### src/rtl/sha_bsh_pkg.sv
`timescale 1ns / 1ps

package sha_bsh_pkg;

    localparam int unsigned BLOCK_BYTES = 64;
    localparam int unsigned ROUNDS      = 64;
    localparam logic [7:0]  PAD_BYTE    = 8'h80;
    localparam logic [5:0]  LAST_FILL   = 6'd63;
    localparam logic [5:0]  LAST_ROUND  = 6'd63;
    localparam logic [2:0]  LAST_WORD   = 3'd7;
    localparam logic        OP_ABSORB   = 1'b0;
    localparam logic        OP_FINISH   = 1'b1;

    localparam logic [31:0] ROUND_K [ROUNDS] = '{
        32'h428a2f98, 32'h71374491, 32'hb5c0fbcf, 32'he9b5dba5,
        32'h3956c25b, 32'h59f111f1, 32'h923f82a4, 32'hab1c5ed5,
        32'hd807aa98, 32'h12835b01, 32'h243185be, 32'h550c7dc3,
        32'h72be5d74, 32'h80deb1fe, 32'h9bdc06a7, 32'hc19bf174,
        32'he49b69c1, 32'hefbe4786, 32'h0fc19dc6, 32'h240ca1cc,
        32'h2de92c6f, 32'h4a7484aa, 32'h5cb0a9dc, 32'h76f988da,
        32'h983e5152, 32'ha831c66d, 32'hb00327c8, 32'hbf597fc7,
        32'hc6e00bf3, 32'hd5a79147, 32'h06ca6351, 32'h14292967,
        32'h27b70a85, 32'h2e1b2138, 32'h4d2c6dfc, 32'h53380d13,
        32'h650a7354, 32'h766a0abb, 32'h81c2c92e, 32'h92722c85,
        32'ha2bfe8a1, 32'ha81a664b, 32'hc24b8b70, 32'hc76c51a3,
        32'hd192e819, 32'hd6990624, 32'hf40e3585, 32'h106aa070,
        32'h19a4c116, 32'h1e376c08, 32'h2748774c, 32'h34b0bcb5,
        32'h391c0cb3, 32'h4ed8aa4a, 32'h5b9cca4f, 32'h682e6ff3,
        32'h748f82ee, 32'h78a5636f, 32'h84c87814, 32'h8cc70208,
        32'h90befffa, 32'ha4506ceb, 32'hbef9a3f7, 32'hc67178f2
    };

    localparam logic [31:0] INITIAL_HASH [8] = '{
        32'h6a09e667, 32'hbb67ae85, 32'h3c6ef372, 32'ha54ff53a,
        32'h510e527f, 32'h9b05688c, 32'h1f83d9ab, 32'h5be0cd19
    };

    typedef enum logic [2:0] {
        S_IDLE,
        S_PAD,
        S_ROUND,
        S_FOLD,
        S_EMIT
    } state_t;

    // Commands from the sequencer to the round datapath.
    typedef struct packed {
        logic       load_byte;
        logic [7:0] byte_val;
        logic       init_work;
        logic       do_round;
        logic [5:0] rnd;
        logic       fold;
        logic       chain_init;
    } ctrl_t;

endpackage

### src/rtl/sha_bsh_round.sv
`timescale 1ns / 1ps

module sha_bsh_round
    import sha_bsh_pkg::*;
(
    input  logic             aclk,
    input  logic             aresetn,
    input  ctrl_t            ctrl,
    output logic [7:0][31:0] chain
);

    function automatic logic [31:0] rotr(input logic [31:0] x, input int unsigned n);
        return (x >> n) | (x << (32 - n));
    endfunction

    // The schedule window doubles as the block buffer: bytes are shifted in
    // at the bottom, so the first byte of the block ends up at the top of word 0.
    logic [31:0] win_reg [16];
    logic [31:0] win_next [16];
    logic [31:0] work_reg [8];
    logic [31:0] work_next [8];
    logic [7:0][31:0] chain_reg;
    logic [7:0][31:0] chain_next;

    logic [31:0] w_cur, s0, s1, t1, t2;
    logic [31:0] a, b, c, d, e, f, g, h;

    assign a = work_reg[0];
    assign b = work_reg[1];
    assign c = work_reg[2];
    assign d = work_reg[3];
    assign e = work_reg[4];
    assign f = work_reg[5];
    assign g = work_reg[6];
    assign h = work_reg[7];

    always_comb begin
        s0 = rotr(win_reg[1], 7) ^ rotr(win_reg[1], 18) ^ (win_reg[1] >> 3);
        s1 = rotr(win_reg[14], 17) ^ rotr(win_reg[14], 19) ^ (win_reg[14] >> 10);
        if (ctrl.rnd[5:4] == 2'b00) begin
            w_cur = win_reg[0];
        end else begin
            w_cur = s1 + win_reg[9] + s0 + win_reg[0];
        end
        t1 = h + (rotr(e, 6) ^ rotr(e, 11) ^ rotr(e, 25)) + ((e & f) ^ (~e & g))
             + ROUND_K[ctrl.rnd] + w_cur;
        t2 = (rotr(a, 2) ^ rotr(a, 13) ^ rotr(a, 22)) + ((a & b) ^ (a & c) ^ (b & c));
    end

    always_comb begin
        win_next = win_reg;
        if (ctrl.load_byte) begin
            for (int i = 0; i < 15; i++) begin
                win_next[i] = {win_reg[i][23:0], win_reg[i+1][31:24]};
            end
            win_next[15] = {win_reg[15][23:0], ctrl.byte_val};
        end else if (ctrl.do_round) begin
            for (int i = 0; i < 15; i++) begin
                win_next[i] = win_reg[i+1];
            end
            win_next[15] = w_cur;
        end
    end

    always_comb begin
        work_next = work_reg;
        if (ctrl.init_work) begin
            for (int j = 0; j < 8; j++) begin
                work_next[j] = chain_reg[j];
            end
        end else if (ctrl.do_round) begin
            work_next[7] = g;
            work_next[6] = f;
            work_next[5] = e;
            work_next[4] = d + t1;
            work_next[3] = c;
            work_next[2] = b;
            work_next[1] = a;
            work_next[0] = t1 + t2;
        end
    end

    always_comb begin
        chain_next = chain_reg;
        if (ctrl.chain_init) begin
            for (int j = 0; j < 8; j++) begin
                chain_next[j] = INITIAL_HASH[j];
            end
        end else if (ctrl.fold) begin
            for (int j = 0; j < 8; j++) begin
                chain_next[j] = chain_reg[j] + work_reg[j];
            end
        end
    end

    always_ff @(posedge aclk) begin
        win_reg  <= win_next;
        work_reg <= work_next;
        if (!aresetn) begin
            for (int j = 0; j < 8; j++) begin
                chain_reg[j] <= INITIAL_HASH[j];
            end
        end else begin
            chain_reg <= chain_next;
        end
    end

    assign chain = chain_reg;

endmodule

### src/rtl/sha256_byte_stream_hasher_core.sv
`timescale 1ns / 1ps

// Channel  Ports                                   Direction  Beat
// s_       s_valid s_ready s_op s_data_byte        in         one byte or a finish command
// m_       m_valid m_ready m_digest_word           out        one digest word, eight per finish
//          m_word_index m_last_word
//
// An absorb beat shifts in one byte; the 64th byte of a block is followed by the 64 rounds
// of the compression and a fold of the working variables into the chain value.
// A finish beat writes the padding one byte a cycle, runs one or two compressions
// and then loads the eight digest words into the output register, one per free slot.
// aresetn is synchronous and active low; it restores the initial hash values.
// s_ready is low for the whole of a compression, the padding and the digest output.

module sha256_byte_stream_hasher_core
    import sha_bsh_pkg::*;
(
    input  logic        aclk,
    input  logic        aresetn,
    input  logic        s_valid,
    output logic        s_ready,
    input  logic        s_op,
    input  logic [7:0]  s_data_byte,
    output logic        m_valid,
    input  logic        m_ready,
    output logic [31:0] m_digest_word,
    output logic [2:0]  m_word_index,
    output logic        m_last_word
);

    state_t state_reg, state_next;
    ctrl_t  ctrl;

    logic [5:0]       fill_reg;
    logic [60:0]      len_reg;
    logic [7:0][7:0]  bitlen_reg;
    logic [5:0]       rnd_reg;
    logic [2:0]       idx_reg;
    logic             finishing_reg;
    logic             zero_blk_reg;
    logic             len_done_reg;
    logic             m_valid_reg;
    logic [31:0]      m_digest_reg;
    logic [2:0]       m_index_reg;
    logic             m_last_reg;

    logic             s_fire;
    logic             out_load;
    logic [7:0]       pad_byte;
    logic [7:0][31:0] chain;

    assign s_fire = s_valid && s_ready;

    // Length bytes go only into the block that has room for them; a block
    // opened by a late pad marker is filled with zeros to its end.
    always_comb begin
        if (fill_reg[5:3] == 3'b111 && !zero_blk_reg) begin
            pad_byte = bitlen_reg[~fill_reg[2:0]];
        end else begin
            pad_byte = 8'h00;
        end
    end

    always_comb begin
        state_next = state_reg;
        unique case (state_reg)
            S_IDLE: begin
                if (s_fire && fill_reg == LAST_FILL) begin
                    state_next = S_ROUND;
                end else if (s_fire && s_op == OP_FINISH) begin
                    state_next = S_PAD;
                end
            end
            S_PAD: begin
                if (fill_reg == LAST_FILL) begin
                    state_next = S_ROUND;
                end
            end
            S_ROUND: begin
                if (rnd_reg == LAST_ROUND) begin
                    state_next = S_FOLD;
                end
            end
            S_FOLD: begin
                priority if (len_done_reg) begin
                    state_next = S_EMIT;
                end else if (finishing_reg) begin
                    state_next = S_PAD;
                end else begin
                    state_next = S_IDLE;
                end
            end
            S_EMIT: begin
                if (out_load && idx_reg == LAST_WORD) begin
                    state_next = S_IDLE;
                end
            end
            default: state_next = S_IDLE;
        endcase
    end

    always_comb begin
        s_ready  = 1'b0;
        out_load = 1'b0;
        ctrl     = '0;
        ctrl.rnd = rnd_reg;
        unique case (state_reg)
            S_IDLE: begin
                s_ready        = 1'b1;
                ctrl.load_byte = s_fire;
                ctrl.byte_val  = (s_op == OP_FINISH) ? PAD_BYTE : s_data_byte;
                ctrl.init_work = s_fire && fill_reg == LAST_FILL;
            end
            S_PAD: begin
                ctrl.load_byte = 1'b1;
                ctrl.byte_val  = pad_byte;
                ctrl.init_work = fill_reg == LAST_FILL;
            end
            S_ROUND: begin
                ctrl.do_round = 1'b1;
            end
            S_FOLD: begin
                ctrl.fold = 1'b1;
            end
            S_EMIT: begin
                out_load        = !m_valid_reg || m_ready;
                ctrl.chain_init = out_load && idx_reg == LAST_WORD;
            end
            default: ;
        endcase
    end

    always_ff @(posedge aclk) begin
        if (!aresetn) begin
            state_reg     <= S_IDLE;
            fill_reg      <= '0;
            len_reg       <= '0;
            rnd_reg       <= '0;
            idx_reg       <= '0;
            finishing_reg <= 1'b0;
            zero_blk_reg  <= 1'b0;
            len_done_reg  <= 1'b0;
            m_valid_reg   <= 1'b0;
        end else begin
            state_reg <= state_next;
            if (ctrl.load_byte) begin
                fill_reg <= fill_reg + 6'd1;
            end
            if (s_fire && s_op == OP_ABSORB) begin
                len_reg <= len_reg + 61'd1;
            end
            // A marker in the last byte closes its block at once, so the next
            // block already has room for the length.
            if (s_fire && s_op == OP_FINISH) begin
                finishing_reg <= 1'b1;
                zero_blk_reg  <= fill_reg[5:3] == 3'b111 && fill_reg != LAST_FILL;
            end
            if (state_reg == S_PAD && fill_reg == LAST_FILL) begin
                if (zero_blk_reg) begin
                    zero_blk_reg <= 1'b0;
                end else begin
                    len_done_reg <= 1'b1;
                end
            end
            if (ctrl.do_round) begin
                rnd_reg <= rnd_reg + 6'd1;
            end
            if (out_load) begin
                idx_reg <= idx_reg + 3'd1;
                if (idx_reg == LAST_WORD) begin
                    finishing_reg <= 1'b0;
                    len_done_reg  <= 1'b0;
                    len_reg       <= '0;
                end
            end
            if (out_load) begin
                m_valid_reg <= 1'b1;
            end else if (m_ready) begin
                m_valid_reg <= 1'b0;
            end
        end
    end

    always_ff @(posedge aclk) begin
        if (s_fire && s_op == OP_FINISH) begin
            bitlen_reg <= {len_reg, 3'b000};
        end
        if (out_load) begin
            m_digest_reg <= chain[idx_reg];
            m_index_reg  <= idx_reg;
            m_last_reg   <= idx_reg == LAST_WORD;
        end
    end

    sha_bsh_round u_round (
        .aclk    (aclk),
        .aresetn (aresetn),
        .ctrl    (ctrl),
        .chain   (chain)
    );

    assign m_valid       = m_valid_reg;
    assign m_digest_word = m_digest_reg;
    assign m_word_index  = m_index_reg;
    assign m_last_word   = m_last_reg;

endmodule
### config.mk
export PLATFORM = sky130hd
export DESIGN_NAME = sha256_byte_stream_hasher_core
export DESIGN_NICKNAME = d
export VERILOG_FILES = /design/src/rtl/sha_bsh_pkg.sv /design/src/rtl/sha_bsh_round.sv /design/src/rtl/sha256_byte_stream_hasher_core.sv
export SDC_FILE = /design/constraint.sdc
export NUM_CORES = 2
export LEC_CHECK = 0
export BUFFER_PORTS_ARGS = -buffer_cell sky130_fd_sc_hd__clkbuf_2
export CELL_PAD_IN_SITES_DETAIL_PLACEMENT = 1
export CELL_PAD_IN_SITES_GLOBAL_PLACEMENT = 2
export CORE_MARGIN = 5
export CORE_UTILIZATION = 42
export DETAILED_ROUTE_END_ITERATION = 10
export GPL_ROUTABILITY_DRIVEN = 0
export GPL_TIMING_DRIVEN = 1
export PLACE_DENSITY_LB_ADDON = 0.1
export SLEW_MARGIN = 20
export SYNTH_ARGS = -nofsm -noshare
export SYNTH_HDL_FRONTEND = slang
export SYNTH_SLANG_ARGS = --single-unit
### constraint.sdc
create_clock -name aclk -period 48.5 [get_ports aclk]
set_input_delay 2.425 -clock aclk [delete_from_list [all_inputs] [get_ports aclk]]
set_output_delay 2.425 -clock aclk [all_outputs]
set_load 0.02 [all_outputs]
==> flow_metrics.tcl <==
set metrics [dict create \
    p_seq_share_pct 33.8 \
    ys_seq_elements 1204 \
    slew_violations 0 \
    worst_slew_pin_slew_ns 1.165 \
    yosys_warnings 0 \
    tritoncts "built" \
    grt_pass1_wl_um 401200 \
    synth_ff_type "edfxtp_1" \
    synthesis.area_um2 77620 \
    post_cts_buffers 0 \
    pwr-share-comb_pct 38.4 \
    synth_edf_count 865 \
    rows 157 \
    drv_cap 0 \
    area_delta_synth_final_pct 9.093 \
    clock_latency_ns 0.82 \
    die_w_um 439.9 \
    synth_area_leaders "edfxtp_1 33%, nand2_1 12%, dfxtp_1 8.7%" \
    cts_hold_buf 0 \
    outcome "complete, no violations" \
    yosysTopAreaCell "edfxtp_1" \
    core-area_um2 183500 \
    critPathMaxStageDelay_ns 0.89 \
    wl_um 267700 \
    peakVddDrop_mv 0.04022 \
    arrival_ns 11.79 \
    path_class "reg2reg" \
    rsz0062_at_grt "false" \
    power.switching_w 0.001466 \
    swShare_pct 37.07 \
    gr-total-overflow 0 \
    power_w 0.003955 \
    cp_common_cell "o21ai_0" \
    final.period_utilization_pct 23.27 \
    avgRoutedWirePerCell_um 24.58 \
    max-slew-margin-rel_pct 22.32 \
    drc 0 \
    cts_root_buf "clkbuf_16" \
    nNetsFinal 8915 \
    first_pass_iters 7 \
    drt-vias-per-instance 5.657 \
    initial_core_util_pct 42.31 \
    dieArea_um2 193500 \
    finalSetupViolCount 0 \
    antenna_found_initial 6 \
    crit_slowest_cell "dfxtp_1" \
    clkPwrFrac_pct 27.8 \
    largest_reg_flops 512 \
    portBuffers 50 \
    clockBufferDepth 3 \
    fin_setup_tns_ns 0 \
    min_period_ns 11.28 \
    async_reset_ff_share_pct 0 \
    cts_resized 0 \
    cp_max_fo 22 \
    synth_cell_types 98 \
    fin_util_pct 46.15 \
    critPathCaptureType "register" \
    synthCells 8489 \
    grt_pass1_vias 63854 \
    htree_levels 4 \
    start_kind "register" \
    critical_path_required_ns 49.00 \
    dpl.hpwl_um 197700 \
    fp.dieH_um 439.9 \
    drt_iter0_drc 4415 \
    syn-num-nets 9103 \
    vias 61619 \
    grt_max_degree 210 \
    drt.antenna.violating_nets 0 \
    leakagePower_nw 35.28 \
    path_clk_slew_ns 0.06 \
    hold_viol 0 \
    clock-sinks 1204 \
    track_usage_pct 27.23 \
    seq_area_frac_synth_pct 42.21 \
    internal_power_w 0.002489 \
    cts-buffers-inserted 147 \
    synth_top_area_share_pct 33.46 \
    finClkSkew_ns 0.03769 \
    avgSynthCellArea_um2 9.144 \
    worstHoldPathType "reg2reg" \
    drive_gt1_share_pct 6.540 \
    power_density_nw_per_um2 46.71 \
    io_pins 51 \
    clock.fmax_mhz 88.62 \
]
==> cell families after synthesis <==
kind of cell,count (synthesis),synth area share (%)
flip-flops,1204,42.21
adder cells (fa/ha/maj),620,11.82
buffers and inverters,808,3.948
multiplexers,187,3.832
AO/OA/AOI/OAI,1580,12.83
AND/OR/NAND/NOR,3473,18.36
XOR/XNOR,617,6.997
==> power groups by stage <==
stage	clock network (W)	registers, W	logic, W
final	0.00110	0.00134	0.00152
after global routing	0.00117	0.00135	0.00167
after CTS	0.00113	0.00134	0.00151
after detailed placement	0	0.00136	0.00149
after global placement	0	0.00136	0.00147
after floorplan	0	0.00137	0.00112
==> per-layer routing <==
metal	track usage, %	wire [µm]	up-vias
met5	0	13	-
met4	11.17	12230	2
met3	3.341	11840	479
met2	46.07	127700	1447
met1	35.44	115900	30845
li1	-	-	28846
==> cell usage after synthesis, types with 107 or more instances <==
cell,n
a21o_1,182
a21oi_1,479
clkbuf_1,436
dfxtp_1,339
edfxtp_1,865
fa_1,195
ha_1,406
inv_1,328
nand2_1,2554
nand3_1,107
nor2_1,384
o21ai_0,344
xnor2_1,398
xor2_1,217
==> path summary, 6_finish.rpt <==
check	startpoint	end	slack, ns	cells after the start
hold reg to reg	len_reg[60]	bitlen_reg[63]	0.45	0
hold / removal	len_reg[60]	bitlen_reg[63]	0.45	0
setup / recovery	rnd_reg[0]	u_round.a[30]	37.22	36
setup reg to reg	rnd_reg[0]	u_round.a[30]	37.22	36
==> cells in the final DEF (no fill, tap or decap), drive strengths merged, types with 17 or more instances in the layout <==
cell	count
nand2	2554
edfxtp	865
a21oi	479
ha	406
xnor2	398
nor2	386
o21ai	372
dfxtp	339
inv	335
clkbuf	251
xor2	217
fa	195
a21o	183
nand3	108
o211ai	105
buf	91
mux4	82
nor3	79
mux2	61
a31oi	58
nand2b	56
nor2b	55
clkinv	51
a211oi	48
o21a	47
or3	47
and3	45
o21bai	44
mux2i	44
and2	38
nand4	30
o31ai	30
a21boi	21
o311ai	21
maj3	19
a211o	17
==> worst max-delay path: cells and delay by family, from the launching register on <==
family,cells,cell delay [ns]
AOI/OAI and AO/OA,17,3.47
xor gates and xnor gates,2,0.48
adders and majority gates,8,3.93
buffers and inverters,4,0.70
DFF,1,0.89
and+or+nand+nor,5,1.50
==> per-stage QoR <==
stage	setup WS [ns]	hold slack, ns	instance area (µm²)	std cells
floorplan	7.173	0.4280	77620	8489
global placement	37.43	0.4402	79970	10616
detailed placement	37.46	0.4398	79970	10616
CTS	37.34	0.4529	84670	10889
global route	36.64	0.4700	84670	10889
finish	37.22	0.4519	84680	10892
==> cell type report <==
cell class | instances | area, µm²
timing repair buffer | 141 | 999.7
fill | 21008 | 98790
inverter | 330 | 1239
tap | 2464 | 3083
clock buffer | 201 | 4038
antenna | 3 | 7.507
multi-input combinational | 6477 | 41880
sequential | 1204 | 32780
clock inverter | 72 | 659.4
(Power assumes the default switching activity.)
